## src/hw/rtl/pca_pkg.sv

```systemverilog
package pca_pkg;

  // Pipeline depth from input acceptance to the output register.
  localparam int unsigned NumStages = 8;

  // Stage positions along the pipeline.
  localparam int unsigned StBright = 0;
  localparam int unsigned StConMul = 1;
  localparam int unsigned StConClp = 2;
  localparam int unsigned StGray   = 3;
  localparam int unsigned StSatMul = 4;
  localparam int unsigned StSatClp = 5;
  localparam int unsigned StHueMul = 6;
  localparam int unsigned StHueSum = 7;

  // Widths of the configuration port and the intermediate values.
  localparam int unsigned CfgIdxW  = 3;
  localparam int unsigned CfgDataW = 15;
  localparam int unsigned GainW    = 12;
  localparam int unsigned CoefW    = 15;
  localparam int unsigned OffW     = 9;
  localparam int unsigned GainPrdW = 21;
  localparam int unsigned SatSumW  = 22;
  localparam int unsigned HuePrdW  = 24;
  localparam int unsigned ClampW   = 26;

  // Luma weights of 0.299, 0.587 and 0.114 in Q0.16; they sum to 65536.
  localparam logic [15:0] GrayWr = 16'd19595;
  localparam logic [15:0] GrayWg = 16'd38470;
  localparam logic [15:0] GrayWb = 16'd7471;

  // Register indexes of the configuration port.
  typedef enum logic [CfgIdxW-1:0] {
    RegBrightOffset = 3'd0,
    RegContrastGain = 3'd1,
    RegSatGain      = 3'd2,
    RegHueDiag      = 3'd3,
    RegHueCoefB     = 3'd4,
    RegHueCoefC     = 3'd5,
    RegHueCoefD     = 3'd6
  } cfg_idx_e;

  // Per-stage load enables and valid bits.
  typedef struct packed {
    logic [NumStages-1:0] en;
    logic [NumStages-1:0] valid;
  } pca_pipe_t;

  // Saturate a signed value to the 0..255 pixel range.
  function automatic logic [7:0] clamp_u8(input logic signed [ClampW-1:0] v);
    logic [7:0] r;
    if (v < 0) begin
      r = 8'd0;
    end else if (v > 255) begin
      r = 8'd255;
    end else begin
      r = v[7:0];
    end
    return r;
  endfunction

endpackage

```

## src/hw/rtl/pca_ctrl.sv

```systemverilog
module pca_ctrl
  import pca_pkg::*;
(
  input  logic      clk_i,
  input  logic      rst_ni,
  input  logic      in_valid_i,
  output logic      in_ready_o,
  input  logic      out_ready_i,
  output pca_pipe_t pipe_o
);

  logic [NumStages-1:0] valid_q;
  logic [NumStages-1:0] valid_d;
  logic [NumStages-1:0] rdy;

  // A stage may load when it is empty or its content moves on this cycle.
  always_comb begin
    rdy[NumStages-1] = ~valid_q[NumStages-1] | out_ready_i;
    for (int k = NumStages - 2; k >= 0; k--) begin
      rdy[k] = ~valid_q[k] | rdy[k+1];
    end
  end

  // Valid bits follow the data one stage per load.
  always_comb begin
    valid_d = valid_q;
    if (rdy[0]) begin
      valid_d[0] = in_valid_i;
    end
    for (int k = 1; k < NumStages; k++) begin
      if (rdy[k]) begin
        valid_d[k] = valid_q[k-1];
      end
    end
  end

  always_ff @(posedge clk_i or negedge rst_ni) begin
    if (!rst_ni) begin
      valid_q <= '0;
    end else begin
      valid_q <= valid_d;
    end
  end

  assign in_ready_o   = rdy[0];
  assign pipe_o.en    = rdy;
  assign pipe_o.valid = valid_q;

endmodule

```

## config.mk

```make
export PLATFORM = sky130hd
export DESIGN_NAME = pca_ctrl
export DESIGN_NICKNAME = d
export VERILOG_FILES = /design/src/hw/rtl/pca_pkg.sv /design/src/hw/rtl/pca_ctrl.sv
export SDC_FILE = /design/constraint.sdc
export NUM_CORES = 1
export LEC_CHECK = 0
export BUFFER_PORTS_ARGS = -buffer_cell sky130_fd_sc_hd__buf_2
export CAP_MARGIN = 20
export CORE_AREA = 2 2 39 41
export CTS_CLUSTER_SIZE = 40
export DETAILED_ROUTE_END_ITERATION = 10
export DIE_AREA = 0 0 41 43
export SLEW_MARGIN = 40
export SYNTH_ARGS = -nofsm -noshare
export SYNTH_HDL_FRONTEND = slang
export SYNTH_SLANG_ARGS = --single-unit
export TNS_END_PERCENT = 5
```

## constraint.sdc

```tcl
create_clock -name clk_i -period 0.97 [get_ports clk_i]
set_input_delay 0.0485 -clock clk_i [delete_from_list [all_inputs] [get_ports clk_i]]
set_output_delay 0.0485 -clock clk_i [all_outputs]
set_load 0.02 [all_outputs]
```

---- Word level (Yosys, flattened, before mapping) ----
Cells that the tools add are included.
word-level totals
  flip-flop bits (word level) ............. 8
  bits of input ports ..................... 4
  output and inout port bits .............. 17
  logic and storage cells ................. 24
cells by class
  bitwise operators ....................... 16
operators with widths
  kind        count
  $not 1->1   8
  $or 1x1->1  8

---- Depth between registers and ports, before layout ----
Gate-level depths: netlist of run 1.
  depth in word-level cells ............... 9
  gate-level depth with buffers ........... 4
  gate-level depth less buffers ........... 2

---- Worst setup path after synthesis of run 1 ----
Ideal clock, no wire load.
  path kind ............................... reg-to-output
  from .................................... register valid_q[7]
  to ...................................... output pipe_o[8] (netlist name)
  arrival time ............................ 1.374 ns
  required time ........................... 0.922 ns
  setup slack ............................. -0.453 ns
  cell stages (with the launch flop) ...... 5
  buffers on the path ..................... 2
  path through ............................ dfrtp_1 and4b_4 buf_6 nand4_1 buf_4
between the ends
  longest elaborated chain between the ends .. 9
RTL lines
  item                      line            RTL
  start: declaration        pca_ctrl.sv:12  logic [NumStages-1:0] valid_q;
  start signal: assignment  pca_ctrl.sv:41  valid_q <= valid_d;
  $not 1->1                 pca_ctrl.sv:18  rdy[NumStages-1] = ~valid_q[NumStages-1] | out_ready_i;
  $or 1x1->1                pca_ctrl.sv:18
  $or 1x1->1 (7 in a row)   pca_ctrl.sv:20  rdy[k] = ~valid_q[k] | rdy[k+1];
  end: declaration          pca_ctrl.sv:9   output pca_pipe_t pipe_o
No other way between the ends.

==> run_results.csv, run 1 <==
group,metric,value,unit
run_status,status,"finished with violations",
run_status,violations,"negative setup slack",
sta,slew_viol_final,0,
detailed_routing,routed_wl,822,um
logic_synthesis,post-synth-top-area-cell,"dfrtp_1",
setup_path,r2r-end,"valid_q[3]",
logic_synthesis,yosysWarnings,0,
logic_synthesis,yosysSeqAreaShare,57.76,%
setup_path,cp-end-kind,"primary output",
sta,max_slew_margin,88.08,%
sta,final-hold-violation-count,0,
global_route,grt_antenna_before_repair,0,
min_path,worst_hold_path_type,"in -> reg",
detailed_routing,wire_per_inst,11.11,um
setup_path,critPathArrivalTime,1.19,ns
detailed_routing,viasPerCell,4.432,
cts,numCtsBuffers,3,
job,cap_violations,0,
sta,worst_pin_slew,0.1787,ns
detailed_routing,drcViolationCount,0,
placement,place_inst,68,
setup_path,timing.rr.start,"valid_q[6]",
cts,htreeDepth,1,
logic_synthesis,syn_area,346.6,um^2
die,core,1384,um^2
cts,cts_tree,"built",
final_layout,seqCellArea,205.2,um^2
logic_synthesis,synthTopCellsByArea,"dfrtp_1, nand2b_1, a21o_1, and4b_4, buf_6",
final_layout,top_register,"valid_q",
logic_synthesis,netlist.area_leader.share,57.76,%
setup_path,crit_family,"simple AND/OR/NAND/NOR gates",
cts,cts-root-buf,"clkbuf_4",
die,dieHeight,43,um
global_route,grt_usage,10.86,%
final_layout,largest_reg_flops,8,
detailed_routing,detail_route.first_pass.iterations,4,
cts,cts_max_path_buffers,2,
setup_path,start_kind,"flip-flop",
detailed_routing,vias,328,
setup_path,crit_required,0.92,ns
setup_path,ff2ff_path_depth,3,
global_route,first_global_vias,324,
pwr,leakage,0.0002811,uW
sta,setup_viol,14,
min_path,hold_end,"valid_q[7]",
final_layout,area_growth,75.45,%
setup_path,path_class,"reg -> out",
final_layout,final_cell_mix,"buf_2, buf_6, buf_4, dfrtp_1, dfrtp_2",
final_layout,layout-drive-gt1-share,63.79,%
pwr,powerDensity,2158,nW/um^2
min_path,min_path_cells,3,
setup_path,reg2reg_slack,-0.15,ns
logic_synthesis,ys_ff_latch,8,
sta,fin_ws,-0.2660,ns
sta,rsz0062_at_grt,"yes",
die,io-pin-count,21,
global_route,grt_pass1_wl,1.283,mm
setup_path,crit_chain,"and4b_4 -> nand4_1 -> buf_2",
logic_synthesis,syn_inst,29,
pwr,ir_worst_vdd,845.6,uV
sta,min_period,1.236,ns
die,start_util,25.05,%
cts,path_clk_slew,0.05,ns
setup_path,crit_slowest_cell,"dfrtp_2",
sta,post-route-period-util,127.4,%
die,rows,14,
pwr,fin_total_pwr,1312,uW
setup_path,cp_slowest_stage_delay,0.35,ns
global_route,overflow,0,
min_path,hp-start,"out_ready_i",
final_layout,layout.cells.non_filler,74,
placement,dp_hpwl,566.5,um
sta,fmax,809.1,MHz
sta,final.setup_skew,0.006108,ns
logic_synthesis,synth_nets,33,
detailed_routing,detail-route-antenna-nets,0,
cts,clock_sinks,8,
final_layout,fillCellCount,146,
final_layout,largest_registers,"valid_q: 8 flops",
cts,insertion_delay,0.25,ns
detailed_routing,drt_iter0_drc,2,
final_layout,multi_input_area,120.1,um^2
final_layout,insertedDiodeCount,0,
final_layout,nets,64,
placement,port_buffers,20,
logic_synthesis,ys_types,17,
setup_path,cp_max_fo,8,
die,die_w,41,um
die,dieArea,1763,um^2
logic_synthesis,syn_area_per_cell,11.95,um^2
global_route,grt_max_degree,9,
setup_path,critPathBufInv,1,
placement,gp_congestion,0.7075,
final_layout,utilization,43.94,%
## kinds of logic after synthesis
kind of cell	count (synthesis)	share of synthesized area (%)
buffers and inverters	4	7.940
and+or+nand+nor	12	22.03
DFF	8	57.76
AOI/OAI and AO/OA	5	12.27
## metrics by stage
step	TNS (ns)	area [um^2]	hold slack (ns)	setup slack (ns)
floorplan	-1.397	351.6	-0.2471	-0.3923
detailed placement	-0.1316	493.0	-0.1028	-0.04078
finish	-2.277	608.1	0.1365	-0.2660
global placement	-0.08477	493.0	-0.1007	-0.02493
CTS	-2.419	581.8	0.1182	-0.2808
global route	-3.112	608.1	0.1560	-0.3275
## how the worst max path moves through the flow
stage / from / endpoint / cells past startpoint
after floorplan: valid_q[6] / pipe_o[8] / 4
after global placement: valid_q[5] / pipe_o[8] / 3
after detailed placement: valid_q[6] / pipe_o[8] / 3
after CTS: valid_q[6] / pipe_o[8] / 3
after global routing: valid_q[5] / pipe_o[8] / 3
final: valid_q[6] / pipe_o[8] / 3
## power by group
group	leakage [uW]	internal, uW	total (uW)	switching, uW
Clock	0.0000138	141	244	103
Combinational	0.000185	315	631	316
Sequential	0.0000822	397	438	41.1
Total	0.000281	852	1310	460
## cell usage after synthesis, drive strengths merged
cell type / number
dfrtp: 8
buf: 3
nand2b: 3
a21o: 2
a31o: 2
nand2: 2
nand3: 2
a41o: 1
and3: 1
and4b: 1
inv: 1
nand3b: 1
nand4: 1
or2: 1
## what timing repair did
item	CTS	global route
setup endpoints to repair	17	20
endpoints found under the hold margin	9	0
resized for setup	13	8
setup buffers	1	0
pin swaps	1	0
hold buffers	2	0
## cell type report
class,count,share of cell area (%)
clock buffers,3,3.704
well taps,16,3.292
inverters,1,0.6173
multi-input cells,17,19.75
repair buffers,29,38.89
flip-flops and latches,8,33.74
## routing by layer
layer,wire length [um],GRT usage (%),part of all wire (%),vias to the layer above
met2,357,15.00,43,21
met1,390,14.67,47,144
met4,7,8.000,0.85,0
li1,-,-,-,161
met5,0,0,0,-
met3,67,1.571,8.2,2
## worst min-delay path, cell delays in order
cell and delay, ns:
buf_2 0.09, nand2b_1 0.13, nand2b_1 0.07
(Power assumes the default switching activity.)
==> run 2, diff against run 1 <==
Settings changed: ABC_AREA from default to 1, BUFFER_PORTS_ARGS -buffer_cell sky130_fd_sc_hd__buf_2 to default, DONT_BUFFER_PORTS from default to 1.
==> run 2 against run 1 <==
  * The flow still finishes with violations (negative setup slack)
  * Sequential share of layout area rose by 1.5 points
  * Count of clock-buffer cells in the layout rose by 1
  * Sequential cell count did not move
  * Wire length fell by 4.7%
  * Total power fell by 3.7%
  * Via count fell by 8.5%
  * Synthesized cell count rose by 21%
  * First-iteration DRC count did not move
==> run_results.csv, run 2 <==
group,metric,value,unit
sta,fin_ws,-0.4261,ns
detailed_routing,viasPerCell,4.110,
setup_path,cp_common_cell,"nand4_4",
sta,slew_viol_final,0,
final_layout,top_register,"valid_q",
global_route,overflow,0,
logic_synthesis,yosysSeqAreaShare,56.54,%
run_status,violations,"negative setup slack",
sta,worst_pin_slew,0.3768,ns
setup_path,timing.rr.start,"valid_q[6]",
pwr,ir_worst_vdd,770.1,uV
pwr,fin_total_pwr,1264,uW
die,die_w,41,um
setup_path,critPathBufInv,1,
logic_synthesis,synth-edff-count,0,
logic_synthesis,yosys_most_used_dff,"dfrtp_1",
final_layout,insertedDiodeCount,0,
logic_synthesis,post-synth-top-area-cell,"dfrtp_1",
setup_path,cp_max_fo,5,
sta,final.setup_skew,0.001840,ns
die,dieArea,1763,um^2
setup_path,cp-endpoint,"in_ready_o",
global_route,met3_usage,5.759,%
placement,gp_congestion,0.6579,
logic_synthesis,syn_area_per_cell,10.12,um^2
global_route,use_met1,11.88,%
detailed_routing,drcViolationCount,0,
logic_synthesis,async_flop_share,100.0,%
setup_path,cp-end-kind,"primary output",
global_route,first_global_vias,321,
placement,dp_hpwl,632.7,um
setup_path,ff2ff_path_depth,4,
sta,setup_viol,14,
global_route,grt_usage,11.94,%
placement,port_buffers,0,
sta,fmax,716.3,MHz
setup_path,critPathArrivalTime,1.35,ns
cts,htreeDepth,1,
die,core,1384,um^2
logic_synthesis,synth_nets,39,
final_layout,fillCellCount,144,
setup_path,reg2reg_slack,-0.10,ns
setup_path,crit_start,"valid_q[6]",
die,io-pin-count,21,
logic_synthesis,syn_area,354.1,um^2
detailed_routing,vias,300,
logic_synthesis,syn_inst,35,
setup_path,path_class,"reg -> out",
logic_synthesis,synthTopCellsByArea,"dfrtp_1, inv_1, nand2_1, nand4_4, nor3_4",
global_route,gr-usage-met2,17.50,%
detailed_routing,routed_wl,783,um
cts,cts_tree,"built",
sta,rsz0062_at_grt,"yes",
final_layout,fin_area,585.6,um^2
cts,path_clk_slew,0.06,ns
pwr,leakage,0.0002955,uW
final_layout,nets,62,
placement,dpl_cell_area,519.2,um^2
final_layout,final_cell_mix,"buf_4, inv_1, nand2_1, dfrtp_2, buf_6",
detailed_routing,drt_iter0_drc,2,
job,cap_violations,0,
global_route,grt-busiest-layer,"met2",
sta,tns,-2.907,ns
final_layout,largest_registers,"valid_q: 8 flops",
cts,insertion_delay,0.25,ns
setup_path,crit_slowest_cell,"dfrtp_2",
setup_path,cp_num_cells,4,
die,dieHeight,43,um
global_route,grt_pass1_wl,1.304,mm
cts,numCtsBuffers,3,
sta,post-route-period-util,143.9,%
sta,final-hold-violation-count,0,
final_layout,largest_reg_flops,8,
setup_path,r2r-end,"valid_q[0]",
global_route,grt_antenna_before_repair,0,
detailed_routing,detail-route-antenna-nets,0,
pwr,powerDensity,2158,nW/um^2
detailed_routing,wire_per_inst,10.73,um
final_layout,final_common_cell,"buf_4",
logic_synthesis,synth_common_cells,"inv_1, nand2_1, dfrtp_1",
logic_synthesis,ys_types,11,
cts,postCtsSetupRepairBufs,0,
cts,cts-root-buf,"clkbuf_4",
detailed_routing,detail_route.first_pass.iterations,2,
setup_path,crit_chain,"nand4_4 -> nor3_4 -> nand4_4 -> buf_12",
setup_path,start_kind,"flip-flop",
logic_synthesis,netlist.area_leader.share,56.54,%
final_layout,utilization,42.31,%
die,start_util,25.59,%
die,rows,14,
logic_synthesis,synth.most_common_cell,"inv_1",
final_layout,layout-drive-gt1-share,52.63,%
sta,holdWs,0.05383,ns
min_path,worst_hold_path_type,"in -> reg",
logic_synthesis,ys_ff_latch,8,
setup_path,crit_required,0.92,ns
sta,max_slew_margin,74.80,%
setup_path,cp_slowest_stage_delay,0.40,ns
run_status,status,"finished with violations",
cts,cts_max_path_buffers,2,
cts,clock_sinks,8,
logic_synthesis,yosysWarnings,0,
final_layout,area_growth,65.37,%
setup_path,crit_family,"simple AND/OR/NAND/NOR gates",
global_route,grt_max_degree,9,
sta,min_period,1.396,ns
[run 2: cell count changes after synthesis, sizes merged]
cell and delta:
nand4 +1, and3 -1, a21o -2, nand2 +7
buf -2, a41o -1, nor3 +1, a31o -2
nor2 +1, and4b -1, nand2b -3, nand3b -1
inv +9
[run 2: logic make-up after synthesis]
family	Yosys count	share of synthesized area, %
buffers and inverters	11	12.72
AND/OR/NAND/NOR	16	30.74
flip-flops	8	56.54
[run 2: layout make-up]
cell class | count | area, um^2 | area share (%)
Sequential cell | 8 | 206.4 | 35.26
Timing Repair Buffer | 19 | 175.2 | 29.91
Multi-Input combinational cell | 16 | 117.6 | 20.09
Inverter | 10 | 40.04 | 6.838
Clock buffer | 4 | 26.28 | 4.487
Tap cell | 16 | 20.02 | 3.419
[run 2: per-layer routing]
| layer | wire [um] | part of all wire, % |
|---|---|---|
| met3 | 99 | 13 |
| met4 | 0 | 0 |
| met1 | 305 | 39 |
| met2 | 378 | 48 |
| met5 | 0 | 0 |
[run 2: worst min path at each step]
stage	cells after the start	end	start
2_1_floorplan	0	valid_q[0]	rst_ni
3_3_place_gp	0	valid_q[6]	rst_ni
3_5_place_dp	0	valid_q[6]	rst_ni
4_1_cts	3	valid_q[7]	out_ready_i
5_1_grt	3	valid_q[7]	out_ready_i
6_report	3	valid_q[7]	out_ready_i
[run 2: where the power goes]
group	internal (uW)	switching, uW	total, uW
sequential	391	59.1	450
clock	157	112	270
combinational	237	307	544
total	785	479	1260
[run 2: tightest hold or removal path, stage by stage]
cell     delay [ns]
inv_1          0.06
nand2_1        0.10
nand2_1        0.06
[run 2: per-stage QoR]
| step | worst slack (ns) | instances |
|---|---|---|
| floorplan | -0.3446 | 35 |
| global placement | -0.1192 | 67 |
| detailed placement | -0.1717 | 67 |
| CTS | -0.4582 | 73 |
| global route | -0.5069 | 73 |
| finish | -0.4261 | 73 |
[run 2: repair_timing]
| action | CTS | global route |
|---|---|---|
| endpoints found under the hold margin | 9 | 0 |
| hold buffers | 2 | 0 |
| gates cloned | 0 | 0 |
| setup endpoints to repair | 14 | 17 |
| pin swaps | 1 | 1 |
| gates resized for setup | 4 | 4 |
